[config.mk]
export PLATFORM = sky130hd
export DESIGN_NAME = periodic_event_timer_table_core
export DESIGN_NICKNAME = d
export VERILOG_FILES = /design/src/hdl/pett_pkg.sv /design/src/hdl/pett_ram.sv /design/src/hdl/periodic_event_timer_table_core.sv
export SDC_FILE = /design/constraint.sdc
export NUM_CORES = 2
export LEC_CHECK = 0
export ABC_CLOCK_PERIOD_IN_PS = 14400
export BUFFER_PORTS_ARGS = -buffer_cell sky130_fd_sc_hd__buf_2
export CAP_MARGIN = 20
export CORE_UTILIZATION = 65
export CTS_BUF_LIST = sky130_fd_sc_hd__clkbuf_16
export CTS_CLUSTER_SIZE = 8
export DETAILED_ROUTE_END_ITERATION = 10
export GPL_ROUTABILITY_DRIVEN = 0
export PLACE_DENSITY_LB_ADDON = 0.3
export SLEW_MARGIN = 20
export SYNTH_ARGS = -nofsm -noshare
export SYNTH_HDL_FRONTEND = slang
export SYNTH_SLANG_ARGS = --single-unit
[constraint.sdc]
create_clock -name clk -period 14.4 [get_ports clk]
set_input_delay 0.72 -clock clk [delete_from_list [all_inputs] [get_ports clk]]
set_output_delay 0.72 -clock clk [all_outputs]
set_load 0.03 [all_outputs]
[src/hdl/pett_pkg.sv]
// Package for the periodic timer table: sizes, transfer structs, codes and helpers.
// Used by the core and by its checker; depends on nothing else.
package pett_pkg;

  localparam int SLOTS     = 16;
  localparam int KEY_BITS  = 16;
  localparam int TIME_BITS = 32;
  localparam int SLOT_BITS = $clog2(SLOTS);
  localparam int CNT_BITS  = SLOT_BITS + 1;

  typedef enum logic [1:0] {
    OP_ADD,
    OP_DELETE,
    OP_RUN,
    OP_SETBACK
  } op_t;

  localparam logic [1:0] ST_OK        = 2'd0;
  localparam logic [1:0] ST_FULL      = 2'd1;
  localparam logic [1:0] ST_NOT_FOUND = 2'd2;

  typedef enum logic [1:0] {
    S_IDLE,
    S_SCAN,
    S_FINISH
  } state_t;

  typedef logic [KEY_BITS-1:0]  key_t;
  typedef logic [TIME_BITS-1:0] tval_t;
  typedef logic [SLOT_BITS-1:0] slot_idx_t;

  typedef struct packed {
    op_t         op;
    logic [15:0] event_key;
    logic [31:0] period;
    logic [31:0] now;
    logic [31:0] setback_amount;
  } cmd_t;

  typedef struct packed {
    logic [1:0]  status;
    logic        fired;
    logic [3:0]  slot_index;
    logic [15:0] fired_key;
    logic        last;
  } rsp_t;

  typedef struct packed {
    key_t  key;
    tval_t due;
    tval_t period;
  } slot_t;

  function automatic key_t key_from_field(logic [15:0] f);
    logic [KEY_BITS+15:0] w;
    w = {{KEY_BITS{1'b0}}, f};
    return w[KEY_BITS-1:0];
  endfunction

  function automatic logic [15:0] key_to_field(key_t k);
    logic [KEY_BITS+15:0] w;
    w = {16'b0, k};
    return w[15:0];
  endfunction

  function automatic tval_t tval_from_field(logic [31:0] f);
    logic [TIME_BITS+31:0] w;
    w = {{TIME_BITS{1'b0}}, f};
    return w[TIME_BITS-1:0];
  endfunction

  function automatic logic [3:0] slot_to_index(slot_idx_t s);
    logic [SLOT_BITS+3:0] w;
    w = {4'b0, s};
    return w[3:0];
  endfunction

  function automatic tval_t sat_add(tval_t a, tval_t b);
    logic [TIME_BITS:0] s;
    s = {1'b0, a} + {1'b0, b};
    return s[TIME_BITS] ? {TIME_BITS{1'b1}} : s[TIME_BITS-1:0];
  endfunction

endpackage

[src/hdl/pett_ram.sv]
// Generic simple dual-port RAM with one write port and one registered read port.
// Has no dependencies.
module pett_ram #(
  parameter int WIDTH = 8,
  parameter int DEPTH = 16
) (
  input  logic                     clk,
  input  logic                     wr_en,
  input  logic [$clog2(DEPTH)-1:0] wr_addr,
  input  logic [WIDTH-1:0]         wr_data,
  input  logic                     rd_en,
  input  logic [$clog2(DEPTH)-1:0] rd_addr,
  output logic [WIDTH-1:0]         rd_data
);

  logic [WIDTH-1:0] mem [DEPTH];

  always_ff @(posedge clk) begin
    if (wr_en) begin
      mem[wr_addr] <= wr_data;
    end
  end

  always_ff @(posedge clk) begin
    if (rd_en) begin
      rd_data <= mem[rd_addr];
    end
  end

endmodule

[src/hdl/periodic_event_timer_table_core.sv]
// Each command is taken only while the core is idle; then every slot is read once and
// written back where the command hits, one slot a cycle through the slot RAM while no
// firing waits on a stalled output, and no new command is taken until the final result
// is in the output register; it follows the scan, while fired results of a run come
// out during the scan. Synchronous reset clears all active bits and the control state;
// the slot RAM holds no reset value, and its data is used only for active slots.
module periodic_event_timer_table_core (
  input  logic            clk,
  input  logic            rst,
  input  logic            cmd_valid,
  output logic            cmd_stall,
  input  pett_pkg::cmd_t  cmd,
  output logic            rsp_valid,
  input  logic            rsp_stall,
  output pett_pkg::rsp_t  rsp
);

  pett_pkg::state_t                 state;
  pett_pkg::state_t                 state_next;
  pett_pkg::cmd_t                   req;
  logic [pett_pkg::SLOTS-1:0]       active;
  logic [pett_pkg::CNT_BITS-1:0]    rd_idx;
  logic                             proc_valid;
  pett_pkg::slot_idx_t              proc_idx;
  logic                             found;
  pett_pkg::slot_idx_t              found_idx;
  logic [15:0]                      pend_key;

  pett_pkg::slot_t                  slot_q;
  pett_pkg::slot_t                  wr_data;
  pett_pkg::rsp_t                   rsp_next;
  pett_pkg::key_t                   req_key;
  pett_pkg::tval_t                  req_period;
  pett_pkg::tval_t                  req_now;
  pett_pkg::tval_t                  req_amount;
  logic                             accept;
  logic                             scanning;
  logic                             out_free;
  logic                             hit;
  logic                             hold;
  logic                             rd_more;
  logic                             scan_done;
  logic                             rd_en;
  logic                             wr_en;
  logic                             push_fire;
  logic                             rsp_load;

  assign cmd_stall  = rst || (state != pett_pkg::S_IDLE);
  assign accept     = cmd_valid && !cmd_stall;
  assign scanning   = (state == pett_pkg::S_SCAN);
  assign out_free   = !rsp_valid || !rsp_stall;
  assign req_key    = pett_pkg::key_from_field(req.event_key);
  assign req_period = pett_pkg::tval_from_field(req.period);
  assign req_now    = pett_pkg::tval_from_field(req.now);
  assign req_amount = pett_pkg::tval_from_field(req.setback_amount);
  assign rd_more    = (rd_idx != pett_pkg::CNT_BITS'(pett_pkg::SLOTS));
  assign scan_done  = !proc_valid && !rd_more;

  pett_ram #(
    .WIDTH ($bits(pett_pkg::slot_t)),
    .DEPTH (pett_pkg::SLOTS)
  ) u_ram (
    .clk     (clk),
    .wr_en   (wr_en),
    .wr_addr (proc_idx),
    .wr_data (wr_data),
    .rd_en   (rd_en),
    .rd_addr (rd_idx[pett_pkg::SLOT_BITS-1:0]),
    .rd_data (slot_q)
  );

  always_comb begin
    case (req.op)
      pett_pkg::OP_ADD: begin
        hit = proc_valid && !active[proc_idx] && !found;
      end
      pett_pkg::OP_DELETE: begin
        hit = proc_valid && active[proc_idx] && (slot_q.key == req_key) && !found;
      end
      pett_pkg::OP_RUN: begin
        hit = proc_valid && active[proc_idx] && (slot_q.due <= req_now);
      end
      pett_pkg::OP_SETBACK: begin
        hit = proc_valid && active[proc_idx];
      end
      default: begin
        hit = 1'b0;
      end
    endcase
  end

  always_comb begin
    case (req.op)
      pett_pkg::OP_ADD: begin
        wr_data = '{key: req_key, due: pett_pkg::sat_add(req_now, req_period),
                    period: req_period};
      end
      pett_pkg::OP_RUN: begin
        wr_data = '{key: slot_q.key, due: pett_pkg::sat_add(req_now, slot_q.period),
                    period: slot_q.period};
      end
      pett_pkg::OP_SETBACK: begin
        wr_data = '{key: slot_q.key,
                    due: (slot_q.due > req_amount) ? (slot_q.due - req_amount) : '0,
                    period: slot_q.period};
      end
      default: begin
        wr_data = '0;
      end
    endcase
  end

  // A second firing of a run needs the output register for the one before it.
  assign hold      = scanning && hit && (req.op == pett_pkg::OP_RUN) && found && !out_free;
  assign rd_en     = scanning && !hold && rd_more;
  assign wr_en     = scanning && hit && !hold;
  assign push_fire = wr_en && (req.op == pett_pkg::OP_RUN) && found;
  assign rsp_load  = push_fire || ((state == pett_pkg::S_FINISH) && out_free);

  always_comb begin
    state_next = state;
    case (state)
      pett_pkg::S_IDLE: begin
        if (accept) begin
          state_next = pett_pkg::S_SCAN;
        end
      end
      pett_pkg::S_SCAN: begin
        if (scan_done) begin
          state_next = pett_pkg::S_FINISH;
        end
      end
      pett_pkg::S_FINISH: begin
        if (out_free) begin
          state_next = pett_pkg::S_IDLE;
        end
      end
      default: begin
        state_next = pett_pkg::S_IDLE;
      end
    endcase
  end

  always_comb begin
    rsp_next = '{status: pett_pkg::ST_OK, fired: 1'b0, slot_index: 4'd0,
                 fired_key: 16'd0, last: 1'b1};
    if (push_fire) begin
      rsp_next = '{status: pett_pkg::ST_OK, fired: 1'b1,
                   slot_index: pett_pkg::slot_to_index(found_idx),
                   fired_key: pend_key, last: 1'b0};
    end else begin
      case (req.op)
        pett_pkg::OP_ADD: begin
          rsp_next.status     = found ? pett_pkg::ST_OK : pett_pkg::ST_FULL;
          rsp_next.slot_index = found ? pett_pkg::slot_to_index(found_idx) : 4'd0;
          rsp_next.fired_key  = pett_pkg::key_to_field(req_key);
        end
        pett_pkg::OP_DELETE: begin
          rsp_next.status     = found ? pett_pkg::ST_OK : pett_pkg::ST_NOT_FOUND;
          rsp_next.slot_index = found ? pett_pkg::slot_to_index(found_idx) : 4'd0;
          rsp_next.fired_key  = pett_pkg::key_to_field(req_key);
        end
        pett_pkg::OP_RUN: begin
          if (found) begin
            rsp_next.fired      = 1'b1;
            rsp_next.slot_index = pett_pkg::slot_to_index(found_idx);
            rsp_next.fired_key  = pend_key;
          end
        end
        default: begin
          rsp_next.status = pett_pkg::ST_OK;
        end
      endcase
    end
  end

  always_ff @(posedge clk) begin
    if (rst) begin
      state <= pett_pkg::S_IDLE;
    end else begin
      state <= state_next;
    end
  end

  always_ff @(posedge clk) begin
    if (accept) begin
      req <= cmd;
    end
  end

  always_ff @(posedge clk) begin
    if (rst) begin
      rd_idx     <= '0;
      proc_valid <= 1'b0;
      found      <= 1'b0;
      active     <= '0;
    end else if (accept) begin
      rd_idx     <= '0;
      proc_valid <= 1'b0;
      found      <= 1'b0;
    end else if (scanning && !hold) begin
      proc_valid <= rd_en;
      if (rd_en) begin
        rd_idx <= rd_idx + pett_pkg::CNT_BITS'(1);
      end
      if (wr_en) begin
        found <= 1'b1;
        if (req.op == pett_pkg::OP_ADD) begin
          active[proc_idx] <= 1'b1;
        end else if (req.op == pett_pkg::OP_DELETE) begin
          active[proc_idx] <= 1'b0;
        end
      end
    end
  end

  always_ff @(posedge clk) begin
    if (scanning && !hold) begin
      proc_idx <= rd_idx[pett_pkg::SLOT_BITS-1:0];
      if (wr_en) begin
        found_idx <= proc_idx;
        pend_key  <= pett_pkg::key_to_field(slot_q.key);
      end
    end
  end

  always_ff @(posedge clk) begin
    if (rst) begin
      rsp_valid <= 1'b0;
    end else if (rsp_load) begin
      rsp_valid <= 1'b1;
    end else if (!rsp_stall) begin
      rsp_valid <= 1'b0;
    end
  end

  always_ff @(posedge clk) begin
    if (rsp_load) begin
      rsp <= rsp_next;
    end
  end

endmodule

==> flow_metrics.py <==
metrics = {
    "placed_design": {
        "place_hpwl_um": 93200,
        "place_area_um2": 66700,
        "portBuffers": 143,
    },
    "sta": {
        "drv_slew": 0,
        "clock_skew_ns": 0.0489,
        "finalSetupViolations": 0,
        "hold_violations": 0,
        "min_period_ns": 5.74,
        "relSlewSlack": 0.164,
        "fmax_mhz": 174,
        "fin_crit_sh": 0.398,
        "rsz0062_at_grt": "no",
        "setup_tns_ns": 0,
        "worstMarginPinSlew_ns": 1.25,
    },
    "synth": {
        "synth_area_per_cell_um2": 19.2,
        "synth_area_leaders": "edfxtp_1 (71%), mux4_2 (14%), ha_1 (2.5%)",
        "synth.distinct_cells": 82,
        "synth_edf_count": 1522,
        "synth_cells": 3344,
        "yosysSeqAreaShare": 0.721,
        "synth_area_um2": 64100,
        "synth_top_flop_cell": "edfxtp_1",
        "synth_top_cell_area_share": 0.713,
        "yosys.area.top_type": "edfxtp_1",
        "synth_seq_cells": 1548,
        "yosys_warnings": 0,
        "synth_fp_nets": 3595,
        "postSynth.asyncResetShare": 0,
    },
    "worst_setup_path": {
        "worstSetupStartpointType": "flop",
        "criticalPathCategory": "flop to flop",
        "critPathCaptureType": "flop",
        "cp_data_required_time_ns": 14.80,
        "cp_max_fo": 40,
        "critPathArrivalTime_ns": 6.13,
    },
    "drt": {
        "drc": 0,
        "drt-met1-wl_um": 61200,
        "drt-total-wl_um": 174000,
        "routed-wl-met2_um": 84000,
        "ant_nets": 0,
        "vias_per_cell": 7.30,
        "first_iter_violations": 5460,
        "top_layer_used": "met4",
        "post_drt_wl_per_cell_um": 35.1,
        "first_pass_iters": 8,
        "via_count": 36153,
        "dr_wl_met3_um": 21600,
    },
    "global_routing": {
        "antenna_found_initial": 1,
        "grt-ovfl-total": 0,
        "grt_pass1_wl_um": 250000,
        "grt_pass1_vias": 36879,
        "grt_use_total": 0.356,
        "grt_max_degree": 155,
    },
    "floorplanning": {
        "pin_count": 144,
        "die_width_um": 316,
        "rows": 114,
        "die_h_um": 316,
        "start_util": 0.660,
        "die_area_um2": 99900,
        "core-area_um2": 97100,
    },
    "clocking": {
        "post_cts_buffers": 0,
        "clockBufferDepth": 3,
        "cts_resized": 0,
        "root_buffer": "clkbuf_16",
        "htreeDepth": 4,
        "tritoncts": "yes",
        "clk_latency_ns": 0.81,
        "cts_hold_buf": 0,
        "path_clk_slew_ns": 0.05,
        "cts-buffers-inserted": 211,
        "cts_sinks": 1548,
    },
    "worst_hold_path": {
        "min-delay-path-class": "input pin to flop",
    },
    "power": {
        "max-vdd-ir-drop_v": 0.000111,
        "power_density_nw_per_um2": 140,
        "power_mw": 10.2,
        "leakage_nw": 23.9,
    },
    "run_status": {
        "outcome": "finished clean",
    },
    "finish": {
        "final_common_cell": "edfxtp_1",
        "nets": 3894,
        "syn_to_final_growth_pct": 12.9,
        "final_cell_mix": "edfxtp_1 (1522), mux4_2 (401), clkbuf_16 (214), nand2_1 (154), buf_2 (143)",
        "stdcell_area_um2": 72400,
        "drive_gt1_frac": 0.249,
    },
    "job": {
        "cap_violations": 0,
    },
}
## critical path: stages, from the launching register on
cell and delay (ns):
edfxtp_1 0.83, mux4_1 0.67, mux4_2 0.53, mux2_1 0.22
a22o_1 0.22, clkinv_4 0.10, nor2_1 0.38, nand3_1 0.39
nor3_2 0.51, buf_4 0.63, buf_4 0.81
## layer usage
metal,GRT usage,up-vias
met4,0.137,0
met3,0.0937,466
met5,0,-
met2,0.565,2927
met1,0.481,18575
li1,-,14185
## kinds of logic (layout without fill, tap and decap cells)
family                     after synthesis  count (layout)  share of synthesized area
AOI/OAI and AO/OA                      444             444                     0.0449
other                                    0               2                          0
xor gates and xnor gates               100             100                     0.0137
DFF                                   1548            1548                      0.721
muxes                                  409             409                      0.143
buffers and inverters                  253             583                     0.0153
and+or+nand+nor                        457             457                     0.0356
adders and majority gates              133             133                     0.0263
## flip-flops by register name, summed over array words and instances, names as in the netlist, named ones only
name	cells
u_ram.mem	1280
u_ram.rd_data	80
req_amount	32
req_now	32
req_period	32
rsp	24
pend_key	16
req_key	16
rd_idx	5
found_idx	4
proc_idx	4
req	2
state	2
found	1
proc_valid	1
rsp_valid	1
## worst paths after layout
kind	from	end	slack (ns)	cells past startpoint
max	proc_idx[0]	u_ram.mem[0][45]	8.66	10
min	cmd[73]	req_period[9]	0.08	1
max reg2reg	proc_idx[0]	u_ram.mem[0][45]	8.66	10
min reg2reg	flop	flop	0.47	2
## cell usage after synthesis (26+ instances only)
| library cell | n |
|---|---|
| ha_1 | 130 |
| o21ai_0 | 136 |
| nor2_1 | 72 |
| xor2_1 | 27 |
| buf_1 | 32 |
| nand3_1 | 58 |
| nand2_1 | 154 |
| a21o_1 | 55 |
| edfxtp_1 | 1522 |
| clkbuf_1 | 106 |
| inv_1 | 107 |
| nand2b_1 | 50 |
| xnor2_1 | 73 |
| dfxtp_1 | 26 |
| a21oi_1 | 100 |
| mux4_2 | 401 |
## area by class of cell
type,instances,area [um2]
inverter,108,410
fill,5075,24800
clock inverter,30,289
sequential,1548,46200
multi-input combinational,1543,17000
clock buffer,214,5360
tap,1276,1600
timing repair buffer,231,1420
antenna,2,5.00
## where the power goes
part / internal, mW / switching (mW) / leakage (nW) / total [mW]
sequential: 5.04 / 0.0454 / 14.1 / 5.09
combinational: 0.271 / 0.413 / 7.04 / 0.685
clock: 2.60 / 1.79 / 2.83 / 4.39
## stage by stage
step	hold slack (ns)	setup slack, ns	cells	utilization
5_1_grt	0.0627	8.49	4950	0.745
6_report	0.0783	8.66	4952	0.745
3_3_place_gp	0.455	9.12	4706	0.687
3_5_place_dp	0.463	8.86	4706	0.687
2_1_floorplan	0.429	5.79	3344	-
4_1_cts	0.0475	8.71	4950	0.745
Power figures use the tool's default switching activity.
